**config.mk**
```make
export PLATFORM = sky130hd
export DESIGN_NAME = idda_front_flat
export DESIGN_NICKNAME = d
export VERILOG_FILES = /design/src/idda_pkg.sv /design/src/idda_if.sv /design/src/idda_front.sv /design/src/flat_wrapper.sv
export SDC_FILE = /design/constraint.sdc
export NUM_CORES = 1
export LEC_CHECK = 0
export BUFFER_PORTS_ARGS = -buffer_cell sky130_fd_sc_hd__buf_2
export CAP_MARGIN = 20
export CORE_UTILIZATION = 26
export DETAILED_ROUTE_END_ITERATION = 7
export PLACE_DENSITY_LB_ADDON = 0.08
export SKIP_LAST_GASP = 1
export SLEW_MARGIN = 5
export SYNTH_ARGS = -nofsm -noshare
export SYNTH_HDL_FRONTEND = slang
export SYNTH_SLANG_ARGS = --single-unit
```
**constraint.sdc**
```tcl
create_clock -name vclk -period 1.7
set_input_delay 0.17 -clock vclk [all_inputs]
set_output_delay 0.17 -clock vclk [all_outputs]
set_load 0.05 [all_outputs]
```
**src/idda_pkg.sv**
```systemverilog
// Shared constants, types and command format for the incoherent dedispersion unit.
// No dependencies; every other file refers to it by scoped names.
`default_nettype none
package idda_pkg;
  localparam int NUM_CHANNELS = 256;
  localparam int MAX_DELAY    = 511;
  localparam int RING_DEPTH   = 1024;
  localparam int SAMPLE_BITS  = 16;

  localparam int REQ_W  = 2;
  localparam int CH_W   = 8;
  localparam int VAL_W  = 16;
  localparam int TIME_W = 32;
  localparam int AVG_W  = 16;
  localparam int SUM_W  = 24;
  localparam int CNT_W  = 9;
  localparam int CNT_MAX = 511;

  localparam int SAMP_W    = (SAMPLE_BITS < 16) ? SAMPLE_BITS : 16;
  localparam int DLY_W     = $clog2(MAX_DELAY + 1) + 1;
  localparam int DLY_DEPTH = (NUM_CHANNELS < 256) ? NUM_CHANNELS : 256;
  localparam int DLY_AW    = $clog2(DLY_DEPTH);
  localparam int RING_AW   = $clog2(RING_DEPTH);
  localparam int SLOT_W    = ((RING_AW > DLY_W) ? RING_AW : DLY_W) + 2;
  localparam int ACC_W     = SUM_W + CNT_W;
  localparam int DIV_STEPS = SUM_W;
  localparam int DIV_CW    = $clog2(DIV_STEPS + 1);

  localparam int QUEUE_DEPTH = 4;
  localparam int Q_AW        = 2;

  typedef enum logic [REQ_W-1:0] {
    REQ_LOAD   = 2'd0,
    REQ_SAMPLE = 2'd1,
    REQ_FLUSH  = 2'd2,
    REQ_NONE   = 2'd3
  } req_t;

  typedef enum logic [1:0] {
    OP_LOAD,
    OP_SAMPLE,
    OP_TICK
  } op_t;

  typedef struct packed {
    op_t              op;
    logic [CH_W-1:0]  channel;
    logic [VAL_W-1:0] value;
    logic             end_step;
  } cmd_t;

  typedef struct packed {
    logic wr_en;
    cmd_t wr_data;
  } q_push_t;

  typedef struct packed {
    logic full;
    logic empty;
  } q_stat_t;
endpackage
`default_nettype wire

```
**src/idda_if.sv**
```systemverilog
// Channel interfaces: request stream into the unit and result stream out of it.
// Depends on idda_pkg for field widths.
`default_nettype none
interface idda_in_if;
  logic                         valid;
  logic                         ready;
  logic [idda_pkg::REQ_W-1:0]   req_type;
  logic [idda_pkg::CH_W-1:0]    channel;
  logic signed [idda_pkg::VAL_W-1:0] value;
  logic                         end_of_time;
  modport source (output valid, req_type, channel, value, end_of_time, input ready);
  modport sink   (input valid, req_type, channel, value, end_of_time, output ready);
endinterface

`default_nettype wire

```
**src/idda_front.sv**
```systemverilog
// Front end: accepts requests, drops the ones with no effect, saturates delays
// and pushes commands into the queue. Depends on idda_pkg and idda_if.
`default_nettype none
module idda_front (
  idda_in_if.sink             samples,
  input  var idda_pkg::q_stat_t q_stat,
  input  var logic            busy,
  output idda_pkg::q_push_t   push
);
  logic accept;
  logic in_range;
  int   v_int;
  logic signed [idda_pkg::VAL_W-1:0] sat_dly;

  assign samples.ready = !q_stat.full && !busy;
  assign accept        = samples.valid && samples.ready;
  assign in_range      = int'(samples.channel) < idda_pkg::NUM_CHANNELS;
  assign v_int         = int'(samples.value);

  always_comb begin
    if (v_int > idda_pkg::MAX_DELAY) begin
      sat_dly = idda_pkg::VAL_W'(idda_pkg::MAX_DELAY);
    end else if (v_int < -idda_pkg::MAX_DELAY) begin
      sat_dly = idda_pkg::VAL_W'(-idda_pkg::MAX_DELAY);
    end else begin
      sat_dly = samples.value;
    end
  end

  always_comb begin
    push.wr_en            = 1'b0;
    push.wr_data.op       = idda_pkg::OP_TICK;
    push.wr_data.channel  = samples.channel;
    push.wr_data.value    = samples.value;
    push.wr_data.end_step = 1'b1;
    unique case (idda_pkg::req_t'(samples.req_type))
      idda_pkg::REQ_LOAD: begin
        push.wr_en            = accept && in_range;
        push.wr_data.op       = idda_pkg::OP_LOAD;
        push.wr_data.value    = sat_dly;
        push.wr_data.end_step = 1'b0;
      end
      idda_pkg::REQ_SAMPLE: begin
        // out-of-range channel still ends the time step when marked
        push.wr_en            = accept && (in_range || samples.end_of_time);
        push.wr_data.op       = in_range ? idda_pkg::OP_SAMPLE : idda_pkg::OP_TICK;
        push.wr_data.end_step = samples.end_of_time;
      end
      idda_pkg::REQ_FLUSH: begin
        push.wr_en = accept;
      end
      idda_pkg::REQ_NONE: begin
        push.wr_en = 1'b0;
      end
      default: begin
        push.wr_en = 1'b0;
      end
    endcase
  end
endmodule
`default_nettype wire

```
**src/flat_wrapper.sv**
```systemverilog
// flat-port wrapper written by rule: the top's interface ports become plain ports
module idda_front_flat 
  (q_stat, busy, push, samples_valid, samples_req_type, samples_channel, samples_value, samples_end_of_time, samples_ready);
  idda_in_if samples_i ();
  input  var idda_pkg::q_stat_t q_stat;
  input  var logic busy;
  output idda_pkg::q_push_t push;
  input wire logic [$bits(samples_i.valid)-1:0] samples_valid;
  input wire logic [$bits(samples_i.req_type)-1:0] samples_req_type;
  input wire logic [$bits(samples_i.channel)-1:0] samples_channel;
  input wire logic [$bits(samples_i.value)-1:0] samples_value;
  input wire logic [$bits(samples_i.end_of_time)-1:0] samples_end_of_time;
  output wire logic [$bits(samples_i.ready)-1:0] samples_ready;
  assign samples_i.valid = samples_valid;
  assign samples_i.req_type = samples_req_type;
  assign samples_i.channel = samples_channel;
  assign samples_i.value = samples_value;
  assign samples_i.end_of_time = samples_end_of_time;
  assign samples_ready = samples_i.ready;
  idda_front u_core (.samples(samples_i), .q_stat(q_stat), .busy(busy), .push(push));
endmodule
```
==> metrics.md <==
| Metric | Value |
|---|---|
| Status | `complete, but fails checks` |
| Failing checks | `setup timing` |
| P per Cell Area | `421 nW/um^2` |
| CP max FO | `7` |
| # IOs | `60` |
| Cell mode on critical path | `buf_8` |
| Rows | `12` |
| DIE AREA | `1500 um^2` |
| Crit-path cells | `buf_8 -> nor4_4 -> nand2_1 -> o41ai_2 -> ha_1 -> nor3b_4 -> or3_4 -> buf_8` |
| Synth warn | `0` |
| Crit path max-delay cell type | `or3_4` |
| Most common cell after layout, fill and taps aside | `buf_2` |
| Fin. max-slew vios | `0` |
| PortBufs | `43` |
| Setup ws final | `-257 ps` |
| HPWL after detailed placement | `941 um` |
| Core Area | `1190 um^2` |
| Vias in the first global route | `428` |
| Syn Std Cell Area | `352 um^2` |
| Most frequent cells in the layout | `34 x buf_2, 14 x buf_4, 9 x nor2_1` |
| Critical Path End Type | `output pin` |
| Post-DRT Antenna Nets | `0` |
| Final Total Pwr | `0.330 mW` |
| Die H | `38.8 um` |
| Slew headroom | `78.2%` |
| Pre-antenna DRT Iters | `2` |
| Largest net degree at the start of global routing | `12` |
| Crit share post-route | `115%` |
| Net Count, Synth | `85` |
| Static leakage | `0.406 nW` |
| Iteration-0 DRC Markers | `3` |
| Initial core utilization | `29.6%` |
| Critical Path RT | `1530 ps` |
| Seq Cell Count | `0` |
| Crit path largest cell delay | `340 ps` |
| Layout cells sized above 1 | `79.0%` |
| Vias per inst | `4.68` |
| Clock buffer cells | `0` |
| WL/cell | `9.90 um` |
| Slew @ Worst Pin | `327 ps` |
| Arrival time at the worst endpoint | `1790 ps` |
| Total gr overflow | `0` |
| Peak Freq | `511 MHz` |
| Initial antenna violation count | `0` |
| First-pass GRT wire length | `1700 um` |
| # diodes | `0` |
| Post-synthesis cell count | `53` |
| Die W | `38.8 um` |
| Routed vias | `534` |
| Worst vdd ir | `0.339 mV` |
| Final Hold Fails | `0` |
| Synth cell types | `21` |
| Critical Path Start Type | `input port` |
| Cts hold-fix bufs | `0` |
| Syn-to-layout area delta | `123%` |
| # setup viols final | `15` |
| DRC viols | `0` |
| Hold WC Path Type | `input port to output pin` |
| All-Layer GR Usage | `15.1%` |
| Drt total wl | `1130 um` |
| Min Tclk post-route | `1960 ps` |
| GPL Wtd Cong | `0.669` |
| Mean Syn Cell Area | `6.63 um^2` |
| Setup tns final | `-2980 ps` |
| Number of max-cap violations | `0` |
| RSZ-0062 raised after global routing | `true` |
| Register area | `0 um^2` |
| Crit Path Class | `input port to output pin` |
| Share of synthesized area occupied by flip-flops and latches | `0%` |
| Final #Nets | `134` |
-- timing repair --
action	in CTS	in global routing
pin swaps	5	4
hold endpoints to repair	0	0
setup endpoints to repair	15	15
setup buffers	2	1
resized for setup	20	4
-- cells by family after synthesis --
family,after synthesis,synth area share [%]
AND/OR/NAND/NOR,28,39.9
buffers and inverters,11,22.4
adder cells (fa/ha/maj),1,3.56
AO/OA/AOI/OAI,13,34.2
-- final timing paths --
| kind | start | to | slack (ps) | cells after the start |
|---|---|---|---|---|
| max | samples_value[3] | push[1] | -260 | 8 |
| min | samples_channel[0] | push[17] | 340 | 0 |
-- Yosys cell counts --
cell / instances / share of area (%)
nor2_1: 17 / 18
buf_4: 8 / 17
a21o_1: 5 / 11
a21o_2: 4 / 10
nand2_1: 3 / 3.2
a2111oi_4: 1 / 7.8
a21oi_1: 1 / 1.4
a31oi_1: 1 / 1.8
and3_1: 1 / 1.8
buf_6: 1 / 3.2
clkbuf_1: 1 / 1.1
ha_1: 1 / 3.6
inv_1: 1 / 1.1
nand3_1: 1 / 1.4
nand4_1: 1 / 1.8
nor2b_1: 1 / 1.8
nor3b_1: 1 / 2.1
nor4_1: 1 / 1.8
nor4_4: 1 / 6.0
o41ai_1: 1 / 2.5
or3_1: 1 / 1.8
-- metrics by stage --
step | cell area, um^2 | cells | hold WS (ps) | util, % | setup WS, ps
after detailed placement | 681 | 111 | 341 | 57.4 | -388
final | 785 | 114 | 340 | 66.1 | -257
after global routing | 785 | 114 | 340 | 66.1 | -388
after global placement | 681 | 111 | 341 | 57.4 | -355
after floorplan | 440 | 53 | 507 | - | -74.3
after CTS | 761 | 113 | 341 | 64.1 | -343
-- where the power goes --
part	internal, mW	switching, mW
Combinational	0.122	0.208
Sequential	0	0
Clock	0	0
-- worst max-delay path: cells and delay by family --
kind                     cells  cell delay (ps)
buffers and inverters        2              260
AO/OA/AOI/OAI                1              210
adder cells (fa/ha/maj)      1              280
AND/OR/NAND/NOR              4              860
-- metal layers --
| layer | global-route usage (%) | wire, um | share of wire [%] | up-vias |
|---|---|---|---|---|
| met1 | 17.2 | 481 | 43 | 220 |
| met2 | 31.7 | 557 | 49 | 38 |
| met4 | 0.862 | 0 | 0 | 0 |
| met3 | 0 | 91 | 8.1 | 0 |
| met5 | 0 | 0 | 0 | - |
| li1 | - | - | - | 276 |
-- final cells by class --
type               count  area, um^2
well taps             14        17.5
multi-input cells     42         372
inverters              1        3.75
repair buffers        57         392
fillers               99         402
Power figures use the tool's default switching activity.
