## src/idda_pkg.sv

```systemverilog
// Shared constants, types and command format for the incoherent dedispersion unit.
// No dependencies; every other file refers to it by scoped names.
`default_nettype none
package idda_pkg;
  localparam int NUM_CHANNELS = 256;
  localparam int MAX_DELAY    = 511;
  localparam int RING_DEPTH   = 1024;
  localparam int SAMPLE_BITS  = 16;

  localparam int REQ_W  = 2;
  localparam int CH_W   = 8;
  localparam int VAL_W  = 16;
  localparam int TIME_W = 32;
  localparam int AVG_W  = 16;
  localparam int SUM_W  = 24;
  localparam int CNT_W  = 9;
  localparam int CNT_MAX = 511;

  localparam int SAMP_W    = (SAMPLE_BITS < 16) ? SAMPLE_BITS : 16;
  localparam int DLY_W     = $clog2(MAX_DELAY + 1) + 1;
  localparam int DLY_DEPTH = (NUM_CHANNELS < 256) ? NUM_CHANNELS : 256;
  localparam int DLY_AW    = $clog2(DLY_DEPTH);
  localparam int RING_AW   = $clog2(RING_DEPTH);
  localparam int SLOT_W    = ((RING_AW > DLY_W) ? RING_AW : DLY_W) + 2;
  localparam int ACC_W     = SUM_W + CNT_W;
  localparam int DIV_STEPS = SUM_W;
  localparam int DIV_CW    = $clog2(DIV_STEPS + 1);

  localparam int QUEUE_DEPTH = 4;
  localparam int Q_AW        = 2;

  typedef enum logic [REQ_W-1:0] {
    REQ_LOAD   = 2'd0,
    REQ_SAMPLE = 2'd1,
    REQ_FLUSH  = 2'd2,
    REQ_NONE   = 2'd3
  } req_t;

  typedef enum logic [1:0] {
    OP_LOAD,
    OP_SAMPLE,
    OP_TICK
  } op_t;

  typedef struct packed {
    op_t              op;
    logic [CH_W-1:0]  channel;
    logic [VAL_W-1:0] value;
    logic             end_step;
  } cmd_t;

  typedef struct packed {
    logic wr_en;
    cmd_t wr_data;
  } q_push_t;

  typedef struct packed {
    logic full;
    logic empty;
  } q_stat_t;
endpackage
`default_nettype wire

```

## src/idda_queue.sv

```systemverilog
// Short command queue between the front end and the back end.
// Depends on idda_pkg.
`default_nettype none
module idda_queue (
  input  var logic              clk,
  input  var logic              rst,
  input  var idda_pkg::q_push_t push,
  input  var logic              rd_en,
  output idda_pkg::cmd_t        rd_data,
  output idda_pkg::q_stat_t     stat
);
  idda_pkg::cmd_t           mem [idda_pkg::QUEUE_DEPTH];
  logic [idda_pkg::Q_AW-1:0] wr_ptr;
  logic [idda_pkg::Q_AW-1:0] rd_ptr;
  logic [idda_pkg::Q_AW:0]   count;
  logic                     do_wr;
  logic                     do_rd;

  assign stat.full  = count == (idda_pkg::Q_AW + 1)'(idda_pkg::QUEUE_DEPTH);
  assign stat.empty = count == '0;
  assign do_wr      = push.wr_en && !stat.full;
  assign do_rd      = rd_en && !stat.empty;
  assign rd_data    = mem[rd_ptr];

  always_ff @(posedge clk) begin
    if (do_wr) begin
      mem[wr_ptr] <= push.wr_data;
    end
  end

  always_ff @(posedge clk) begin
    if (rst) begin
      wr_ptr <= '0;
      rd_ptr <= '0;
      count  <= '0;
    end else begin
      if (do_wr) wr_ptr <= wr_ptr + 1'b1;
      if (do_rd) rd_ptr <= rd_ptr + 1'b1;
      if (do_wr && !do_rd) begin
        count <= count + 1'b1;
      end else if (do_rd && !do_wr) begin
        count <= count - 1'b1;
      end
    end
  end
endmodule
`default_nettype wire

```

## config.mk

```make
export PLATFORM = sky130hd
export DESIGN_NAME = idda_queue
export DESIGN_NICKNAME = d
export VERILOG_FILES = /design/src/idda_pkg.sv /design/src/idda_queue.sv
export SDC_FILE = /design/constraint.sdc
export NUM_CORES = 1
export LEC_CHECK = 0
export BUFFER_PORTS_ARGS = -buffer_cell sky130_fd_sc_hd__buf_2
export CORE_UTILIZATION = 35
export CTS_BUF_LIST = sky130_fd_sc_hd__clkbuf_2 sky130_fd_sc_hd__clkbuf_4 sky130_fd_sc_hd__clkbuf_8
export CTS_CLUSTER_SIZE = 20
export DETAILED_ROUTE_END_ITERATION = 12
export GPL_ROUTABILITY_DRIVEN = 0
export GPL_TIMING_DRIVEN = 0
export PLACE_DENSITY_LB_ADDON = 0.25
export SETUP_SLACK_MARGIN = 0.02
export SLEW_MARGIN = 20
export SYNTH_ARGS = -nofsm -noshare
export SYNTH_HDL_FRONTEND = slang
export SYNTH_SLANG_ARGS = --single-unit
```

## constraint.sdc

```tcl
create_clock -name clk -period 2.41 [get_ports clk]
set_input_delay 0 -clock clk [delete_from_list [all_inputs] [get_ports clk]]
set_output_delay 0 -clock clk [all_outputs]
set_load 0.02 [all_outputs]
```

==> flow_metrics.env, run 1 <==
export IMPL_r2r_cells=8
export IMPL_vias_per_cell=4.48
export IMPL_end_kind="flop"
export IMPL_grt_ovfl_total=0
export IMPL_p_sw_w=0.00164
export IMPL_min_to="mem[1][14]"
export IMPL_nNetsFinal=338
export IMPL_fin_crit_sh_pct=89.8
export IMPL_slew_headroom_pct=69.8
export IMPL_rsz0062_at_grt="no"
export IMPL_min_from="push[14]"
export IMPL_start_util_pct=36.2
export IMPL_dr_pass1_iters=4
export IMPL_hold_depth=2
export IMPL_htree_levels=4
export IMPL_finClkSkew_ps=8.94
export IMPL_wl_per_cell_um=15.7
export IMPL_cts_tree="built"
export IMPL_r2r_end="count[2]"
export IMPL_dieArea_um2=13000
export IMPL_grt_pass1_vias=2257
export IMPL_grt_max_degree=18
export IMPL_switching_share_pct=27.0
export IMPL_cp_start_kind="flop"
export IMPL_leakagePower_nw=2.02
export IMPL_wl_mm=7.57
export IMPL_path_cells="nor3b_2, nor2_2, ha_1, inv_1, fa_1, xor2_1, or3_1, a21oi_1"
export IMPL_vias=2154
export IMPL_finalSetupViolCount=0
export IMPL_cellPowerDensity_nw_per_um2=1060
export IMPL_insertion_delay_ps=410
export IMPL_dp_hpwl_mm=4.65
export IMPL_clock_path_buffers=2
export IMPL_fin_crit_ps=2160
export IMPL_crit_arrival_ps=2510
export IMPL_synth_cells=189
export IMPL_yosysSeqAreaShare_pct=78.0
export IMPL_fmax_mhz=462
export IMPL_critPathBufInv=1
export IMPL_fillers=1035
export IMPL_clk_pin_slew_ps=70
export IMPL_critPathKind="flop to flop"
export IMPL_cp_max_fo=6
export IMPL_synth_area_per_cell_um2=23.2
export IMPL_slew_viol_final=0
export IMPL_drc=0
export IMPL_p_comb_share_pct=25.8
export IMPL_antenna_cells=0
export IMPL_ant_nets=0
export IMPL_utilization_pct=47.5
export IMPL_syn_to_final_growth_pct=31.1
export IMPL_io_pins=60
export IMPL_clock_sinks=117
export IMPL_p_int_w=0.00444
export IMPL_grt_usage_pct=12.9
export IMPL_hold_class="primary input to flop"
export IMPL_hold_viol_final=0
export IMPL_ff2ff_setup_slack_ps=250
export IMPL_dieWidth_um=114
export IMPL_finalPower_w=0.00609
export IMPL_post_cts_resized=0
export IMPL_cp_top_family="simple AND/OR/NAND/NOR gates"
export IMPL_fp_row_count=40
export IMPL_critPathRequiredTime_ps=2760
export IMPL_die_height_um=114
export IMPL_cts_buffers=17
export IMPL_synth_distinct_cells=23
export IMPL_vdd_drop_max_mv=0.411
export IMPL_drive_above_1_share_pct=42.2
export IMPL_status="finished clean"
export IMPL_seqPwrFrac_pct=41.5
export IMPL_maxCapViolations=0
export IMPL_netlist_area_um2=4390
export IMPL_antenna_found_initial=0
export IMPL_synth_nets=226
export IMPL_clkPwrFrac_pct=32.7
export IMPL_ys_ff_latch=117
export IMPL_cpMaxStageDelayCell="dfxtp_1"
export IMPL_tightestPinTransition_ps=454
export IMPL_slowest_delay_ps=500
export IMPL_io_buffers=58
export IMPL_grt_pass1_wl_mm=11.9
export IMPL_ys_warn_count=0
export IMPL_core_um2=12100
export IMPL_clockRootBuffer="clkbuf_8"
export IMPL_r2r_start="count[0]"
export IMPL_drt_initial_drc_count=147
-- cell usage in the layout (no fill, tap or decap), types with 3 or more instances in the layout --
cell type / Yosys / layout
edfxtp_1: 108 / 108
buf_2: 3 / 61
dlygate4sd3_1: 0 / 31
mux4_2: 27 / 27
clkbuf_8: 0 / 17
dfxtp_1: 9 / 9
nor2_1: 5 / 5
ha_1: 5 / 5
bufinv_16: 0 / 5
inv_1: 4 / 4
and2_2: 0 / 4
xor2_1: 4 / 4
clkinv_2: 0 / 4
buf_16: 0 / 4
clkbuf_4: 0 / 3
-- timing repair --
action                                 in CTS  in global routing
hold buffers                               31                  0
buffers inserted                            0                  0
endpoints found under the hold margin     117                  0
-- how the worst max path moves through the flow --
stage / startpoint / end / slack, ps / depth (start not counted)
final: count[0] / count[2] / 250 / 8
after global routing: count[0] / count[2] / 40 / 8
after CTS: count[0] / count[2] / 220 / 8
after detailed placement: count[0] / count[2] / 240 / 8
after global placement: count[0] / mem[0][4] / -70 / 3
after floorplan: count[0] / count[2] / 400 / 8
-- stage by stage --
step / setup TNS (ps) / cell area (um^2) / setup slack [ps] / instances / hold WS [ps]
final: 0 / 5750 / 247 / 481 / 339
after global routing: 0 / 5750 / 36.3 / 481 / 322
after CTS: 0 / 5750 / 219 / 481 / 303
after detailed placement: 0 / 5000 / 238 / 419 / 223
after global placement: -5970 / 4890 / -69.3 / 415 / 217
after floorplan: 0 / 4390 / 396 / 189 / 98.9
-- cell usage after synthesis --
master | instances | area (um^2)
fa_1 | 1 | 20.0
buf_6 | 1 | 11.3
inv_1 | 4 | 15.0
nor3_1 | 1 | 5.00
buf_12 | 2 | 40.0
mux2i_1 | 2 | 20.0
nor2_2 | 1 | 6.26
clkbuf_1 | 1 | 3.75
o31ai_2 | 1 | 12.5
edfxtp_1 | 108 | 3240
xor2_1 | 4 | 35.0
o311ai_1 | 1 | 8.76
a21oi_1 | 2 | 10.0
nor2_1 | 5 | 18.8
ha_1 | 5 | 62.6
or3_1 | 2 | 12.5
mux4_2 | 27 | 608
nor3b_2 | 1 | 12.5
nand2b_1 | 2 | 12.5
buf_2 | 3 | 15.0
o21ai_0 | 2 | 10.0
dfxtp_1 | 9 | 180
and2_1 | 4 | 25.0
-- cell families after synthesis --
logic type                 Yosys count  synth area share [%]
AOI/OAI and AO/OA                    6                 0.941
xor gates and xnor gates             4                 0.798
adders and majority gates            6                  1.88
buffers and inverters               11                  1.94
DFF                                117                  78.0
muxes                               29                  14.3
and+or+nand+nor                     16                  2.11
-- state kept, by name (all words and copies together), names as in the netlist, named ones only --
register,flops
mem,108
count,3
rd_ptr,2
wr_ptr,2
-- power groups by stage --
stage	registers [W]	clock network (W)	logic (W)
3_3_place_gp	0.00257	0	0.00150
2_1_floorplan	0.00255	0	0.00110
4_1_cts	0.00253	0.00205	0.00162
5_1_grt	0.00255	0.00214	0.00170
6_report	0.00253	0.00199	0.00157
3_5_place_dp	0.00257	0	0.00157
-- final cells by class --
type,count,area (um^2),share of cell area (%)
Buffer,7,70.1,1.22
Clock buffer,20,256,4.46
Clock inverter,11,183,3.18
Inverter,4,15.0,0.261
Multi-Input combinational cell,61,885,15.4
Sequential cell,117,3420,59.5
Tap cell,168,210,3.65
Timing Repair Buffer,93,711,12.4
-- layer usage --
layer | vias to the layer above | part of all wire (%) | GRT usage (%)
met4 | 0 | 0.55 | 5.97
met1 | 1101 | 45 | 15.7
met5 | - | 0 | 0
li1 | 1002 | - | -
met2 | 47 | 51 | 20.9
met3 | 4 | 3.3 | 4.30
-- worst register-to-register path, stage by stage (launching register included) --
cell	delay [ps]
dfxtp_1	500
nor3b_2	110
nor2_2	220
ha_1	230
inv_1	70
fa_1	380
xor2_1	160
or3_1	300
a21oi_1	130
(Power assumes the default switching activity.)
==> run 2: changes to the inputs <==
--- a/config.mk
+++ b/config.mk
@@ -6,7 +6,7 @@
 export NUM_CORES = 1
 export LEC_CHECK = 0
 export BUFFER_PORTS_ARGS = -buffer_cell sky130_fd_sc_hd__buf_2
-export CORE_UTILIZATION = 35
+export CORE_UTILIZATION = 40
 export CTS_BUF_LIST = sky130_fd_sc_hd__clkbuf_2 sky130_fd_sc_hd__clkbuf_4 sky130_fd_sc_hd__clkbuf_8
 export CTS_CLUSTER_SIZE = 20
 export DETAILED_ROUTE_END_ITERATION = 12
==> constraint.sdc (replaced) <==
create_clock -name clk -period 2.54 [get_ports clk]
set_input_delay 0 -clock clk [delete_from_list [all_inputs] [get_ports clk]]
set_output_delay 0 -clock clk [all_outputs]
set_load 0.02 [all_outputs]
==> run 2 against run 1 <==
Compared with the run above:
- maximum frequency is 0.63% lower
- clock power is 2% lower
- design area is 0.85% lower
- utilization is 7.0 points higher
- die area is 12% lower
- critical path depth stayed put
- final cell count is 6.7% lower
- count of clock-buffer cells in the layout is 2 lower
- worst setup slack better by 120 ps
- sequential power is 5% lower
- clock skew is 4.4 ps higher
- critical path type unchanged
- largest power group unchanged
- highest routed layer unchanged
==> flow_metrics.env, run 2 (synthesis results as in run 1) <==
export IMPL_switching_share_pct=27.7
export IMPL_dr_pass1_iters=5
export IMPL_pre_cts_ws_ps=348
export IMPL_antenna_cells=0
export IMPL_drive_above_1_share_pct=42.5
export IMPL_setup_tns_final_ps=0
export IMPL_fin_crit_ps=2180
export IMPL_holdBufCountCts=31
export IMPL_end_kind="flop"
export IMPL_drc=0
export IMPL_post_cts_resized=0
export IMPL_leakagePower_nw=2.00
export IMPL_grt_max_degree=28
export IMPL_final_common_cell="edfxtp_1"
export IMPL_antenna_found_initial=0
export IMPL_die_height_um=107
export IMPL_grt_ovfl_total=0
export IMPL_regMostFlops="mem"
export IMPL_drt_initial_drc_count=96
export IMPL_grt_usage_pct=14.3
export IMPL_dp_hpwl_mm=4.42
export IMPL_hold_viol_final=0
export IMPL_cpMaxStageDelayCell="dfxtp_1"
export IMPL_syn_to_final_growth_pct=30.0
export IMPL_crit_arrival_ps=2530
export IMPL_cellPowerDensity_nw_per_um2=1020
export IMPL_p_int_w=0.00422
export IMPL_finalSetupViolCount=0
export IMPL_vias_per_cell=4.78
export IMPL_clk_pin_slew_ps=80
export IMPL_insertion_delay_ps=410
export IMPL_htree_levels=4
export IMPL_maxCapViolations=0
export IMPL_p_sw_w=0.00162
export IMPL_ant_nets=0
export IMPL_critPathRequiredTime_ps=2890
export IMPL_nNetsFinal=337
export IMPL_grt_pass1_vias=2312
export IMPL_seqPwrFrac_pct=41.1
export IMPL_clock_sinks=117
export IMPL_cts_buffers=17
export IMPL_slew_viol_final=0
export IMPL_cp_max_fo=6
export IMPL_wl_per_cell_um=16.1
export IMPL_slowest_delay_ps=500
export IMPL_fin_crit_sh_pct=85.7
export IMPL_core_um2=10500
export IMPL_post_cts_setup_buffer_count=0
export IMPL_cp_start_kind="flop"
export IMPL_wl_mm=7.22
export IMPL_io_buffers=58
export IMPL_vdd_drop_max_mv=0.524
export IMPL_start_util_pct=41.9
export IMPL_dieArea_um2=11400
export IMPL_setup_slack_ps=363
export IMPL_fmax_mhz=459
export IMPL_fp_row_count=37
export IMPL_cts_tree="built"
export IMPL_hold_class="primary input to flop"
export IMPL_clockRootBuffer="clkbuf_8"
export IMPL_clock_path_buffers=2
export IMPL_vias=2148
export IMPL_top_regs="mem: 108 flops, count: 3 flops"
export IMPL_io_pins=60
export IMPL_largest_reg_flops=108
export IMPL_critPathKind="flop to flop"
export IMPL_rsz0062_at_grt="no"
export IMPL_path_cells="nor3b_2, nor2_2, ha_1, inv_1, fa_1, xor2_1, or3_1, a21oi_1"
export IMPL_mostFrequentLayoutCells="108 x edfxtp_1, 61 x buf_2, 31 x dlygate4sd3_1"
export IMPL_cp_top_family="simple AND/OR/NAND/NOR gates"
export IMPL_p_comb_share_pct=25.4
export IMPL_grt_pass1_wl_mm=11.7
export IMPL_dieWidth_um=107
export IMPL_critPathBufInv=1
export IMPL_tightestPinTransition_ps=748
export IMPL_slew_headroom_pct=50.2
export IMPL_finClkSkew_ps=13.4
export IMPL_clkPwrFrac_pct=33.5
export IMPL_status="finished clean"
-- run 2: cell types whose count changed in the layout (fill, tap and decap cells not counted), sizes merged --
cell	before	now
clkinv	6	2
clkinvlp	0	4
clkbuf	21	19
buf	68	67
inv	4	7
-- run 2: final timing paths --
check / from / end / depth (start not counted) / slack, ps
max: count[0] / count[2] / 8 / 360
max reg2reg: count[0] / count[2] / 8 / 360
min reg2reg: wr_ptr[1] / wr_ptr[1] / 2 / 520
min: push[2] / mem[2][2] / 2 / 330
-- run 2: worst register-to-register path: cells and delay by family (launching register included) --
family                     cells  cell delay, ps
AOI/OAI and AO/OA              1             140
xor gates and xnor gates       1             160
adders and majority gates      2             600
buffers and inverters          1              60
DFF                            1             500
and+or+nand+nor                3             660
-- run 2: power groups by stage --
stage | registers (W) | clock network, W | logic (W)
floorplan | 0.00242 | 0 | 0.00104
global placement | 0.00244 | 0 | 0.00141
detailed placement | 0.00244 | 0 | 0.00147
CTS | 0.00240 | 0.00199 | 0.00152
global route | 0.00242 | 0.00208 | 0.00161
finish | 0.00240 | 0.00195 | 0.00148
-- run 2: metal layers --
layer	vias to the layer above	global-route usage, %	routed length [um]
li1	1001	-	-
met1	1096	17.7	3200
met2	45	23.1	3660
met3	6	5.53	290
met4	0	4.70	74
met5	-	0	0
-- run 2: area by class of cell --
| class | count | area [um^2] |
|---|---|---|
| Inverter | 4 | 15.0 |
| Buffer | 7 | 70.1 |
| Clock inverter | 14 | 224 |
| Clock buffer | 18 | 241 |
| Timing Repair Buffer | 92 | 676 |
| Tap cell | 136 | 170 |
| Fill cell | 854 | 4760 |
| Multi-Input combinational cell | 61 | 885 |
| Sequential cell | 117 | 3420 |
-- run 2: metrics by stage --
step           std cells  area [um^2]  power, W  util, %  hold slack [ps]
2_1_floorplan        189         4390   0.00347        -             98.9
3_3_place_gp         383         4850   0.00385     46.3              214
3_5_place_dp         386         4930   0.00391     47.1              221
4_1_cts              449         5700   0.00591     54.5              310
5_1_grt              449         5700   0.00611     54.5              308
6_report             449         5700   0.00583     54.5              331
==> run 3: changes to the inputs <==
--- a/config.mk
+++ b/config.mk
@@ -5,16 +5,17 @@
 export SDC_FILE = /design/constraint.sdc
 export NUM_CORES = 1
 export LEC_CHECK = 0
-export BUFFER_PORTS_ARGS = -buffer_cell sky130_fd_sc_hd__buf_2
 export CORE_UTILIZATION = 40
 export CTS_BUF_LIST = sky130_fd_sc_hd__clkbuf_2 sky130_fd_sc_hd__clkbuf_4 sky130_fd_sc_hd__clkbuf_8
 export CTS_CLUSTER_SIZE = 20
 export DETAILED_ROUTE_END_ITERATION = 12
+export DONT_BUFFER_PORTS = 1
 export GPL_ROUTABILITY_DRIVEN = 0
 export GPL_TIMING_DRIVEN = 0
 export PLACE_DENSITY_LB_ADDON = 0.25
+export REMOVE_ABC_BUFFERS = 1
 export SETUP_SLACK_MARGIN = 0.02
-export SLEW_MARGIN = 20
+export SLEW_MARGIN = 0
 export SYNTH_ARGS = -nofsm -noshare
 export SYNTH_HDL_FRONTEND = slang
 export SYNTH_SLANG_ARGS = --single-unit
==> run 3 against run 2 <==
Compared with the run above:
- sequential power increased by 4%
- worst hold slack got worse by 44 ps
- power decreased by 7.9%
- clock skew decreased by 8.2 ps
- clock power decreased by 10%
- combinational power decreased by 24%
- critical path depth unchanged
- register-to-register slack got worse by 110 ps
- critical endpoint unchanged
- largest cell class unchanged
- largest power group unchanged
==> flow_metrics.env, run 3 (synthesis results as in run 1) <==
export IMPL_fillers=851
export IMPL_vdd_drop_max_mv=0.484
export IMPL_ant_nets=0
export IMPL_cp_max_fo=6
export IMPL_setup_tns_final_ps=0
export IMPL_cpMaxStageDelayCell="dfxtp_1"
export IMPL_dieWidth_um=107
export IMPL_end_kind="flop"
export IMPL_syn_to_final_growth_pct=19.5
export IMPL_antenna_found_initial=0
export IMPL_regMostFlops="mem"
export IMPL_leakagePower_nw=1.70
export IMPL_grt_pass1_vias=2129
export IMPL_die_height_um=107
export IMPL_clock_path_buffers=2
export IMPL_r2r_start="count[0]"
export IMPL_clockRootBuffer="clkbuf_8"
export IMPL_top_regs="mem: 108 flops, count: 3 flops"
export IMPL_maxCapViolations=0
export IMPL_clock_sinks=117
export IMPL_finClkSkew_ps=5.16
export IMPL_cp_start_kind="flop"
export IMPL_whs_ps=287
export IMPL_r2r_end="count[2]"
export IMPL_hold_depth=1
export IMPL_min_to="mem[2][18]"
export IMPL_p_sw_w=0.00148
export IMPL_drc=0
export IMPL_start_util_pct=41.9
export IMPL_antenna_cells=0
export IMPL_fp_row_count=37
export IMPL_grt_max_degree=28
export IMPL_slew_headroom_pct=47.5
export IMPL_utilization_pct=50.1
export IMPL_crit_arrival_ps=2620
export IMPL_pre_cts_ws_ps=25.4
export IMPL_fmax_mhz=438
export IMPL_startpoint="count[0]"
export IMPL_io_pins=60
export IMPL_slowest_delay_ps=490
export IMPL_dr_pass1_iters=7
export IMPL_vias=1946
export IMPL_clkPwrFrac_pct=32.5
export IMPL_regArea_um2=3430
export IMPL_mostFrequentLayoutCells="108 x edfxtp_1, 31 x dlygate4sd3_1, 27 x mux4_2"
export IMPL_p_comb_share_pct=20.9
export IMPL_cp_top_family="simple AND/OR/NAND/NOR gates"
export IMPL_wl_mm=7.19
export IMPL_core_um2=10500
export IMPL_cts_buffers=17
export IMPL_fin_crit_ps=2280
export IMPL_critPathRequiredTime_ps=2880
export IMPL_critPathKind="flop to flop"
export IMPL_cts_tree="built"
export IMPL_dieArea_um2=11400
export IMPL_htree_levels=4
export IMPL_crit_cells=8
export IMPL_finalSetupViolCount=0
export IMPL_hold_class="primary input to flop"
export IMPL_drt_initial_drc_count=87
export IMPL_nNetsFinal=270
export IMPL_rsz0062_at_grt="no"
export IMPL_ff2ff_setup_slack_ps=260
export IMPL_wl_per_cell_um=18.8
export IMPL_drive_above_1_share_pct=26.4
export IMPL_largest_reg_flops=108
export IMPL_slew_viol_final=0
export IMPL_clk_pin_slew_ps=60
export IMPL_status="finished clean"
export IMPL_grt_pass1_wl_mm=11.3
export IMPL_seqPwrFrac_pct=46.5
export IMPL_cellPowerDensity_nw_per_um2=1020
export IMPL_switching_share_pct=27.6
export IMPL_setup_slack_ps=257
export IMPL_multiInputGateArea_um2=885
export IMPL_critPathBufInv=1
export IMPL_io_buffers=0
export IMPL_insertion_delay_ps=410
export IMPL_fin_crit_sh_pct=89.9
export IMPL_min_from="push[18]"
export IMPL_p_int_w=0.00389
export IMPL_r2r_cells=8
export IMPL_dp_hpwl_mm=4.21
export IMPL_vias_per_cell=5.09
export IMPL_final_common_cell="edfxtp_1"
export IMPL_grt_ovfl_total=0
export IMPL_grt_usage_pct=14.2
export IMPL_hold_viol_final=0
export IMPL_path_cells="nor3b_2, nor2_2, ha_1, inv_1, fa_1, xor2_1, or3_1, a21oi_1"
export IMPL_tightestPinTransition_ps=787
export IMPL_post_cts_resized=0
export IMPL_post_cts_setup_buffer_count=0
[run 3: changes by cell type in the layout (fill, tap and decap cells not counted), sizes merged]
cell	delta
clkinv	+6
buf	-66
clkinvlp	-3
bufinv	-1
inv	-3
[run 3: area by class of cell]
cell class,count,share of cell area [%]
Sequential cell,117,65.3
Multi-Input combinational cell,61,16.9
Timing Repair Buffer,32,6.44
Clock buffer,19,4.75
Tap cell,136,3.24
Clock inverter,13,3.10
Inverter,4,0.286
[run 3: power groups by stage]
stage / Clock [W] / Sequential (W) / Combinational (W)
after floorplan: 0 / 0.00253 / 0.000849
after global placement: 0 / 0.00258 / 0.000957
after detailed placement: 0 / 0.00255 / 0.00108
after CTS: 0.00180 / 0.00251 / 0.00115
after global routing: 0.00188 / 0.00253 / 0.00120
final: 0.00175 / 0.00250 / 0.00112
[run 3: timing repair]
item / CTS / global route
endpoints found under the hold margin: 117 / 0
hold buffers: 31 / 0
endpoints found under the setup margin: 0 / 0
[run 3: worst max-delay path by stage]
stage	endpoint	slack, ps
final	count[2]	260
after global placement	rd_data[3]	120
after detailed placement	mem[3][17]	30
after CTS	mem[3][14]	20
after floorplan	count[2]	530
after global routing	count[2]	110
[run 3: through the flow]
| step | area, um^2 | power [W] | cells |
|---|---|---|---|
| after floorplan | 4320 | 0.00338 | 182 |
| after global placement | 4490 | 0.00354 | 318 |
| after detailed placement | 4520 | 0.00364 | 319 |
| after CTS | 5240 | 0.00546 | 382 |
| after global routing | 5250 | 0.00561 | 382 |
| final | 5250 | 0.00537 | 382 |
[run 3: metal layers]
layer	share of wire [%]	track usage, %
met1	41	16.1
met2	53	22.9
met3	4.6	6.69
met4	1.5	5.87
met5	0	0
